===== config.mk =====
export PLATFORM = sky130hd
export DESIGN_NAME = cosine_grain_generator_mixer_top
export DESIGN_NICKNAME = d
export VERILOG_FILES = /design/src/rtl/cgg_pkg.sv /design/src/rtl/cgg_mult.sv /design/src/rtl/cgg_datapath.sv /design/src/rtl/cgg_ctrl.sv /design/src/rtl/cosine_grain_generator_mixer_top.sv
export SDC_FILE = /design/constraint.sdc
export NUM_CORES = 2
export LEC_CHECK = 0
export BUFFER_PORTS_ARGS = -buffer_cell sky130_fd_sc_hd__buf_2
export CORE_AREA = 10 10 368 370
export DETAILED_ROUTE_END_ITERATION = 8
export DIE_AREA = 0 0 378 380
export PLACE_DENSITY = 0.76
export SYNTH_ARGS = -nofsm -noshare
export SYNTH_HDL_FRONTEND = slang
export SYNTH_HIERARCHICAL = 1
export SYNTH_SLANG_ARGS = --single-unit

===== constraint.sdc =====
create_clock -name clk -period 27.2 [get_ports clk]
set_input_delay 8.16 -clock clk [delete_from_list [all_inputs] [get_ports clk]]
set_output_delay 8.16 -clock clk [all_outputs]
set_load 0.02 [all_outputs]

===== src/rtl/cgg_pkg.sv =====
// shared types and constants of the cosine grain generator and mixer
`timescale 1ns / 1ps
`default_nettype none

package cgg_pkg;

    // longest grain in frames
    localparam logic [23:0] MAX_GRAIN_FRAMES = 24'd1048575;

    typedef logic [2:0] cfg_idx_t;

    // configuration register indexes
    localparam cfg_idx_t REG_TONE_COEF       = 3'd0;
    localparam cfg_idx_t REG_TONE_START      = 3'd1;
    localparam cfg_idx_t REG_TONE_PREV_START = 3'd2;
    localparam cfg_idx_t REG_ENV_COEF        = 3'd3;
    localparam cfg_idx_t REG_ENV_PREV_START  = 3'd4;
    localparam cfg_idx_t REG_GAIN_LEFT       = 3'd5;
    localparam cfg_idx_t REG_GAIN_RIGHT      = 3'd6;
    localparam cfg_idx_t REG_FRAME_COUNT     = 3'd7;

    // operand pair fed to the shared multiplier
    typedef enum logic [2:0] {
        OP_SIG,
        OP_TONE,
        OP_LEFT,
        OP_RIGHT,
        OP_ENV
    } mul_op_t;

    typedef struct packed {
        logic    capture;
        logic    mul_en;
        mul_op_t op;
        logic    store_sig;
        logic    store_tone;
        logic    store_left;
        logic    store_right;
        logic    finish;
    } cgg_cmd_t;

    typedef struct packed {
        logic active;
    } cgg_status_t;

endpackage

`default_nettype wire


===== src/rtl/cgg_mult.sv =====
// shared signed 33 x 33 multiplier with registered product
`timescale 1ns / 1ps
`default_nettype none

module cgg_mult (
    input  logic               clk,
    input  logic               en,
    input  logic signed [32:0] a,
    input  logic signed [32:0] b,
    output logic signed [65:0] p
);

    logic signed [65:0] p_reg;

    always_ff @(posedge clk)
    begin
        if (en)
        begin
            p_reg <= a * b;
        end
    end

    assign p = p_reg;

endmodule

`default_nettype wire


===== src/rtl/cgg_datapath.sv =====
// datapath: config registers, oscillators, shared multiplier, mixing and output register
`timescale 1ns / 1ps
`default_nettype none

module cgg_datapath (
    input  logic                  clk,
    input  logic                  rst_n,
    input  cgg_pkg::cgg_cmd_t     cmd,
    output cgg_pkg::cgg_status_t  status,
    input  logic                  cfg_wen,
    input  cgg_pkg::cfg_idx_t     cfg_index,
    input  logic [31:0]           cfg_data,
    input  logic [47:0]           s_tdata,
    input  logic                  s_tuser,
    output logic [47:0]           m_tdata,
    output logic                  m_tuser,
    output logic                  m_tlast
);

    import cgg_pkg::*;

    localparam logic signed [65:0] RND30 = 66'sh0000_0000_2000_0000;
    localparam logic signed [65:0] RND31 = 66'sh0000_0000_4000_0000;
    localparam logic signed [32:0] ONE_Q30 = 33'sh0_4000_0000;

    function automatic logic signed [31:0] sat32(input logic signed [36:0] x);
        logic signed [31:0] r;
        if (x > 37'sd2147483647)
            r = 32'sh7FFF_FFFF;
        else if (x < -37'sd2147483648)
            r = 32'sh8000_0000;
        else
            r = x[31:0];
        return r;
    endfunction

    function automatic logic signed [23:0] sat24(input logic signed [36:0] x);
        logic signed [23:0] r;
        if (x > 37'sd8388607)
            r = 24'sh7F_FFFF;
        else if (x < -37'sd8388608)
            r = 24'sh80_0000;
        else
            r = x[23:0];
        return r;
    endfunction

    // configuration
    logic signed [31:0] tone_coef_reg, tone_start_reg, tone_prev_start_reg;
    logic signed [31:0] env_coef_reg, env_prev_start_reg;
    logic signed [31:0] gain_left_reg, gain_right_reg;
    logic [19:0]        frame_count_reg;

    // oscillator and grain state
    logic signed [31:0] tone_now_reg, tone_prev_reg, env_now_reg, env_prev_reg;
    logic [19:0]        frames_left_reg;

    // per-frame working registers
    logic signed [23:0] mix_left_reg, mix_right_reg;
    logic signed [31:0] sig_reg, tone_nx_reg;
    logic signed [23:0] res_left_reg, res_right_reg;
    logic signed [23:0] out_left_reg, out_right_reg;
    logic               out_active_reg, out_last_reg;

    logic signed [32:0] mul_a, mul_b, win;
    logic signed [65:0] prod, prod_r30, prod_r31;
    logic signed [35:0] r30;
    logic signed [34:0] r31;
    logic signed [31:0] env_nx;
    logic [23:0]        frames_clip;
    logic               active;

    always_ff @(posedge clk or negedge rst_n)
    begin
        if (!rst_n)
        begin
            tone_coef_reg       <= 32'sh0;
            tone_start_reg      <= 32'sh4000_0000;
            tone_prev_start_reg <= 32'sh4000_0000;
            env_coef_reg        <= 32'sh0;
            env_prev_start_reg  <= 32'sh4000_0000;
            gain_left_reg       <= 32'sh0;
            gain_right_reg      <= 32'sh0;
            frame_count_reg     <= 20'd0;
        end
        else if (cfg_wen)
        begin
            unique case (cfg_index)
                REG_TONE_COEF:       tone_coef_reg       <= cfg_data;
                REG_TONE_START:      tone_start_reg      <= cfg_data;
                REG_TONE_PREV_START: tone_prev_start_reg <= cfg_data;
                REG_ENV_COEF:        env_coef_reg        <= cfg_data;
                REG_ENV_PREV_START:  env_prev_start_reg  <= cfg_data;
                REG_GAIN_LEFT:       gain_left_reg       <= cfg_data;
                REG_GAIN_RIGHT:      gain_right_reg      <= cfg_data;
                REG_FRAME_COUNT:     frame_count_reg     <= cfg_data[19:0];
                default:             ;
            endcase
        end
    end

    assign win = {env_now_reg[31], env_now_reg} - ONE_Q30;

    always_comb
    begin
        unique case (cmd.op)
            OP_SIG:
            begin
                mul_a = {tone_now_reg[31], tone_now_reg};
                mul_b = win;
            end
            OP_TONE:
            begin
                mul_a = {tone_coef_reg[31], tone_coef_reg};
                mul_b = {tone_now_reg[31], tone_now_reg};
            end
            OP_LEFT:
            begin
                mul_a = {sig_reg[31], sig_reg};
                mul_b = {gain_left_reg[31], gain_left_reg};
            end
            OP_RIGHT:
            begin
                mul_a = {sig_reg[31], sig_reg};
                mul_b = {gain_right_reg[31], gain_right_reg};
            end
            OP_ENV:
            begin
                mul_a = {env_coef_reg[31], env_coef_reg};
                mul_b = {env_now_reg[31], env_now_reg};
            end
            default:
            begin
                mul_a = '0;
                mul_b = '0;
            end
        endcase
    end

    cgg_mult u_mult (
        .clk (clk),
        .en  (cmd.mul_en),
        .a   (mul_a),
        .b   (mul_b),
        .p   (prod)
    );

    // round half up, then drop the fraction bits
    assign prod_r30 = prod + RND30;
    assign prod_r31 = prod + RND31;
    assign r30      = prod_r30[65:30];
    assign r31      = prod_r31[65:31];

    assign env_nx      = sat32({r30[35], r30} - {{5{env_prev_reg[31]}}, env_prev_reg});
    assign frames_clip = ({4'd0, frame_count_reg} < MAX_GRAIN_FRAMES)
                         ? {4'd0, frame_count_reg} : MAX_GRAIN_FRAMES;
    assign active      = (frames_left_reg != 20'd0);

    always_ff @(posedge clk or negedge rst_n)
    begin
        if (!rst_n)
        begin
            tone_now_reg    <= 32'sh0;
            tone_prev_reg   <= 32'sh0;
            env_now_reg     <= 32'sh0;
            env_prev_reg    <= 32'sh0;
            frames_left_reg <= 20'd0;
        end
        else if (cmd.capture && s_tuser)
        begin
            tone_now_reg    <= tone_start_reg;
            tone_prev_reg   <= tone_prev_start_reg;
            env_now_reg     <= 32'sh4000_0000;
            env_prev_reg    <= env_prev_start_reg;
            frames_left_reg <= frames_clip[19:0];
        end
        else if (cmd.finish && active)
        begin
            tone_prev_reg   <= tone_now_reg;
            tone_now_reg    <= tone_nx_reg;
            env_prev_reg    <= env_now_reg;
            env_now_reg     <= env_nx;
            frames_left_reg <= frames_left_reg - 20'd1;
        end
    end

    always_ff @(posedge clk)
    begin
        if (cmd.capture)
        begin
            mix_left_reg  <= s_tdata[23:0];
            mix_right_reg <= s_tdata[47:24];
        end
        if (cmd.store_sig)
        begin
            sig_reg <= sat32({r30[35], r30});
        end
        if (cmd.store_tone)
        begin
            tone_nx_reg <= sat32({r30[35], r30} - {{5{tone_prev_reg[31]}}, tone_prev_reg});
        end
        if (cmd.store_left)
        begin
            res_left_reg <= sat24({{2{r31[34]}}, r31}
                                  + {{13{mix_left_reg[23]}}, mix_left_reg});
        end
        if (cmd.store_right)
        begin
            res_right_reg <= sat24({{2{r31[34]}}, r31}
                                   + {{13{mix_right_reg[23]}}, mix_right_reg});
        end
        if (cmd.finish)
        begin
            out_left_reg   <= active ? res_left_reg : mix_left_reg;
            out_right_reg  <= active ? res_right_reg : mix_right_reg;
            out_active_reg <= active;
            out_last_reg   <= (frames_left_reg == 20'd1);
        end
    end

    assign status.active = active;
    assign m_tdata       = {out_right_reg, out_left_reg};
    assign m_tuser       = out_active_reg;
    assign m_tlast       = out_last_reg;

endmodule

`default_nettype wire


===== src/rtl/cgg_ctrl.sv =====
// controller: frame sequencer and output valid
`timescale 1ns / 1ps
`default_nettype none

module cgg_ctrl (
    input  logic                 clk,
    input  logic                 rst_n,
    input  logic                 s_tvalid,
    output logic                 s_tready,
    output logic                 m_tvalid,
    input  logic                 m_tready,
    input  cgg_pkg::cgg_status_t status,
    output cgg_pkg::cgg_cmd_t    cmd
);

    import cgg_pkg::*;

    typedef enum logic [2:0] {
        ST_IDLE,
        ST_SIG,
        ST_TONE,
        ST_LEFT,
        ST_RIGHT,
        ST_ENV,
        ST_DONE
    } state_t;

    state_t state_reg, state_next;
    logic   out_valid_reg, out_valid_next;
    logic   out_free;

    assign out_free = !out_valid_reg || m_tready;

    always_comb
    begin
        cmd        = '0;
        cmd.op     = OP_SIG;
        state_next = state_reg;
        unique case (state_reg)
            ST_IDLE:
            begin
                cmd.capture = s_tvalid;
                if (s_tvalid)
                    state_next = ST_SIG;
            end
            ST_SIG:
            begin
                // inactive frames skip the arithmetic and pass through
                cmd.mul_en = status.active;
                cmd.op     = OP_SIG;
                state_next = status.active ? ST_TONE : ST_DONE;
            end
            ST_TONE:
            begin
                cmd.mul_en    = 1'b1;
                cmd.op        = OP_TONE;
                cmd.store_sig = 1'b1;
                state_next    = ST_LEFT;
            end
            ST_LEFT:
            begin
                cmd.mul_en     = 1'b1;
                cmd.op         = OP_LEFT;
                cmd.store_tone = 1'b1;
                state_next     = ST_RIGHT;
            end
            ST_RIGHT:
            begin
                cmd.mul_en     = 1'b1;
                cmd.op         = OP_RIGHT;
                cmd.store_left = 1'b1;
                state_next     = ST_ENV;
            end
            ST_ENV:
            begin
                cmd.mul_en      = 1'b1;
                cmd.op          = OP_ENV;
                cmd.store_right = 1'b1;
                state_next      = ST_DONE;
            end
            ST_DONE:
            begin
                // envelope product stays in the multiplier register until the output frees up
                cmd.op     = OP_ENV;
                cmd.finish = out_free;
                if (out_free)
                    state_next = ST_IDLE;
            end
            default:
            begin
                state_next = ST_IDLE;
            end
        endcase
    end

    always_comb
    begin
        if (cmd.finish)
            out_valid_next = 1'b1;
        else if (m_tready)
            out_valid_next = 1'b0;
        else
            out_valid_next = out_valid_reg;
    end

    always_ff @(posedge clk or negedge rst_n)
    begin
        if (!rst_n)
        begin
            state_reg     <= ST_IDLE;
            out_valid_reg <= 1'b0;
        end
        else
        begin
            state_reg     <= state_next;
            out_valid_reg <= out_valid_next;
        end
    end

    assign s_tready = (state_reg == ST_IDLE);
    assign m_tvalid = out_valid_reg;

endmodule

`default_nettype wire


===== src/rtl/cosine_grain_generator_mixer_top.sv =====
// top level of the cosine grain generator and stereo mixer
`timescale 1ns / 1ps
`default_nettype none

// One frame goes in per transfer and one mixed frame comes out per transfer. A frame inside a
// grain runs through the states SIG, TONE, LEFT, RIGHT, ENV and DONE before the next input
// transfer can be taken, a frame outside a grain only through SIG and DONE; a held output
// keeps the frame in DONE while it waits. One shared 33 x 33 multiplier forms, one per cycle,
// the windowed tone, the left and right contributions and the two oscillator steps. The block
// takes a new frame while the previous result still waits in the output register. Configuration
// writes change coefficients and gains at once; start values and the grain length take effect
// at the next restart. There is no clearing pass after reset.

module cosine_grain_generator_mixer_top (
    input  logic               clk,
    input  logic               rst_n,
    input  logic               cfg_wen,
    input  cgg_pkg::cfg_idx_t  cfg_index,
    input  logic [31:0]        cfg_data,
    input  logic               s_tvalid,
    output logic               s_tready,
    input  logic [47:0]        s_tdata,    // mix_left [23:0], mix_right [47:24]
    input  logic               s_tuser,    // restart
    output logic               m_tvalid,
    input  logic               m_tready,
    output logic [47:0]        m_tdata,    // out_left [23:0], out_right [47:24]
    output logic               m_tuser,    // grain_active
    output logic               m_tlast     // grain_last
);

    import cgg_pkg::*;

    cgg_cmd_t    cmd;
    cgg_status_t status;

    cgg_ctrl u_ctrl (
        .clk      (clk),
        .rst_n    (rst_n),
        .s_tvalid (s_tvalid),
        .s_tready (s_tready),
        .m_tvalid (m_tvalid),
        .m_tready (m_tready),
        .status   (status),
        .cmd      (cmd)
    );

    cgg_datapath u_datapath (
        .clk       (clk),
        .rst_n     (rst_n),
        .cmd       (cmd),
        .status    (status),
        .cfg_wen   (cfg_wen),
        .cfg_index (cfg_index),
        .cfg_data  (cfg_data),
        .s_tdata   (s_tdata),
        .s_tuser   (s_tuser),
        .m_tdata   (m_tdata),
        .m_tuser   (m_tuser),
        .m_tlast   (m_tlast)
    );

endmodule

`default_nettype wire


**Word level (Yosys, flattened, before mapping)**

Index checks and enable logic that the tools add are counted.

- Add/subtract/negate cells: 8
- Multiply operators: 1
- $lt $le $gt $ge: 11
- Equal/unequal tests: 20
- Multiplexer cells: 35
- Reductions and logical operators: 22

Operators with widths:

| cell | number |
|---|---|
| $mux W32 | 12 |
| $pmux W33 S5 | 1 |
| $pmux W33 S4 | 1 |
| $mux W24 | 4 |
| $gt A37 B24 Y1 const B | 2 |
| $gt A37 B32 Y1 const B | 2 |
| $lt A37 B24 Y1 const B | 2 |
| $lt A37 B32 Y1 const B | 2 |
| $sub A36 B32 Y37 | 2 |
| $add A35 B24 Y36 | 2 |
| $add A66 B31 Y66 const B | 1 |
| $add A66 B32 Y66 const B | 1 |
| $mul A33 B33 Y66 | 1 |
| $mux W20 | 3 |
| $gt A36 B32 Y1 const B | 1 |
| $lt A36 B32 Y1 const B | 1 |
| $sub A32 B32 Y33 const B | 1 |
| $eq A3 B3 Y1 const B | 8 |
| $pmux W3 S7 | 1 |
| $eq A20 B1 Y1 const B | 1 |
| $lt A20 B20 Y1 const B | 1 |
| $reduce_bool A20 Y1 | 1 |
| $sub A20 B1 Y20 const B | 1 |
| $eq A3 B2 Y1 const B | 6 |
| 15 further kinds | 39 |

- Bits in registers: 672
- Word-level logic and storage cells: 123

**Depth between registers and ports, before layout**

- Word-level depth: 7
- Depth in mapped cells: 38
- Gate-level depth less buffers: 33

**Cells and area by module**

Netlist, hierarchy kept.

By module, submodules not included:

| module | times used | cells an instance | area each (µm²) | sequential area each (µm²) |
|---|---|---|---|---|
| cgg_mult | 1 | 4294 | 40985.6 | 1981.9 |
| cgg_datapath | 1 | 3497 | 35094.9 | 16119.2 |
| cgg_ctrl | 1 | 38 | 290.3 | 100.1 |

**Worst setup path after synthesis**

OpenSTA, ideal clock, no wires.

- Kind: input to register
- Start point: input s_tvalid
- End point: register u_datapath.env_now_reg[22]
- Library setup time: 126 ps
- Data arrival time: 10559 ps
- Data required time: 27074 ps
- Setup slack: 16515 ps
- Cell stages on the path: 7
- Cell sequence: and2_1 -> and2_1 -> clkbuf_1 -> nor2_1 -> and2_1 -> clkbuf_1 -> a221o_1

- Longest elaborated chain between the ends: 3

RTL lines:

| element | line | RTL |
|---|---|---|
| from (decl) | cosine_grain_generator_mixer_top.sv:20 | `input logic s_tvalid,` |
| $mux W1 * | cgg_ctrl.sv:39 | `unique case (state_reg)` |
| $logic_and A1 B1 Y1 * | cgg_datapath.sv:169 | `else if (cmd.capture && s_tuser)` |
| $mux W32 / $reduce_bool A2 Y1 (equally long branches) | - |  |
| to (signal assigned) | cgg_datapath.sv:182 | `env_now_reg <= env_nx;` |
| to (decl) | cgg_datapath.sv:55 | `logic signed [31:0] tone_now_reg, tone_prev_reg, env_now_reg, env_prev_reg;` |

Every way passes the cells marked *; elsewhere a longest branch is shown, timed or not.
A chain may end at the register's enable or synchronous reset.

==> results.tsv <==
stage	metric	value	unit
setup_path	cp.arrival	11.84	ns
drt	drtIter0Drc	5035	
final_layout	instances_no_fill	9375	
global_routing	grt_pass1_wl	335000	um
clock_network	cts_resized	0	
global_routing	grt_use_met2	46.7	%
timing	setup_viol	0	
placement	gp_congestion	0.963	
drt	drt-total-wl	212000	um
global_routing	antenna_found_initial	6	
setup_path	worst_path_most_repeated_cell	fa_1	
global_routing	busiest_layer	met2	
floorplan	fp.coreArea	0.128	mm2
clock_network	cts.htree.levels	2	
placement	dp_hpwl	159000	um
timing	fmax	87.5	MHz
clock_network	clk_pin_slew	0.07	ns
synthesis	synth_area	0.0751	mm2
timing	rsz0062_at_grt	false	
setup_path	required	27.61	ns
synthesis	synth_nets	9349	
setup_path	crit_cells	30	
final_layout	fin_area	0.0797	mm2
clock_network	cts_buffers	61	
drt	drc	0	
floorplan	initial_core_util	58.5	%
global_routing	grt_util_met3	5.35	%
setup_path	reg2reg_depth	30	
final_layout	post-route-util	62.0	%
synthesis	ys_warn_count	6	
timing	period_share	42.0	%
setup_path	critPathTopFamily	adder cells	
outcome	outcome	complete, no violations	
final_layout	multiInputGateArea	0.0519	mm2
timing	skew	0.0399	ns
global_routing	grt-ovfl-total	0	
synthesis	synthCells	7747	
drt	drt.antenna.violating_nets	0	
worst_hold_path	holdPathStages	2	
floorplan	die_h	380	um
timing	period_needed	11.43	ns
final_layout	largest_reg_flops	37	
drt	dr.pass1.iters	6	
clock_network	clk_path_buf_depth	3	
global_routing	grt.total_usage	29.5	%
clock_network	cts_tree	done	
placement	placed_cells	9256	
setup_path	end_kind	register	
placement	portBuffers	140	
global_routing	met1_usage	40.4	%
timing	tightest_slew	1.28	ns
timing	slew_headroom	15.0	%
clock_network	ctsHoldBuffers	0	
timing	setup_tns	0	ns
global_routing	grt_max_degree	148	
clock_network	clkSinkCount	643	
setup_path	start_kind	register	
setup_path	slowest_stage	fa_1	
global_routing	grt_pass1_vias	58500	
setup_path	critical_path_class	reg2reg	
setup_path	cpPeakStageDelay	1.28	ns
final_layout	seq_area	0.0173	mm2
clock_network	ctsRootBufferMaster	clkbuf_16	
timing	maxSlewViolCount	0	
floorplan	dieWidth	378	um
floorplan	rows	132	
final_layout	drive_above_1_share	10.1	%
timing	hold_viol	0	
synthesis	synth_area_per_cell	9.70	um2
flow_run	maxCapViolations	0	
clock_network	post_cts_buffers	0	
setup_path	crit_buf_inv	6	
floorplan	dieArea	0.144	mm2
final_layout	fin_nets	9246	
drt	post_drt_wl_per_cell	22.6	um
drt	detailroute.via_count	56000	
worst_hold_path	hold_path.class	reg2reg	
drt	vias_per_cell	5.98	
final_layout	area_delta_synth_final	6.11	%
floorplan	ios	141	
setup_path	crit_fanout	66	
final_layout	fillers	10600	
placement	place_area	0.0777	mm2
clock_network	clock_latency	0.68	ns
## path summary, 6_finish.rpt
path / startpoint / endpoint / slack [ns]
max: u_ctrl/state_reg[2] / u_datapath/u_mult/p[65] / 15.77
min: u_datapath/tone_nx_reg[6] / u_datapath/tone_now_reg[6] / 0.50
max reg2reg: u_ctrl/state_reg[2] / u_datapath/u_mult/p[65] / 15.77
min reg2reg: u_datapath/tone_nx_reg[6] / u_datapath/tone_now_reg[6] / 0.50
max in group asynchronous: rst_n / u_datapath/tone_start_reg[2] / 18.14
min in group asynchronous: rst_n / u_datapath/tone_prev_reg[10] / 7.55
## tightest hold or removal path, cell delays in order, from the launching register on
cell      delay (ns)
edfxtp_1        0.36
nand2_1         0.06
a31oi_1         0.07
## per-stage QoR
stage               hold WS (ns)  setup slack (ns)
CTS                        0.505             15.78
detailed placement         0.490             15.67
global route               0.517             15.18
floorplan                  0.466             16.51
finish                     0.501             15.77
global placement           0.482             15.75
## layer usage
layer | part of all wire, % | vias up
li1 | - | 24500
met1 | 40 | 28600
met2 | 46 | 2511
met3 | 8.7 | 498
met4 | 4.7 | 6
met5 | 0.016 | -
## layout by cell type, fill, tap and decap left out, drive strengths merged, types with 14 or more instances in the layout
cell	instances
inv	1289
fa	1149
nand2	930
and2	581
dfrtp	393
ha	364
nor2	318
mux2	295
a21oi	273
edfxtp	247
buf	247
o21ai	211
xnor2	155
a31oi	126
a21o	114
xor2	100
clkbuf	86
mux2i	67
o22ai	66
nor3	61
nand3	60
nand4	53
nor2b	51
and3	42
o21bai	34
nand2b	33
a221o	32
o21a	31
o211ai	28
a211oi	25
clkinv	22
or3	17
nor4	17
o31ai	15
or2	14
## area by class of cell
class                           count  area share [%]
Multi-Input combinational cell   5405            65.1
Sequential cell                   643            21.7
Inverter                         1286            6.06
Tap cell                         1675            2.63
Clock buffer                       86            2.19
Timing Repair Buffer              247            1.91
Clock inverter                     29           0.322
Antenna cell                        4          0.0126
Power is not shown: default switching activity piles up to over one toggle a cycle in this logic, so the estimate is an artifact.
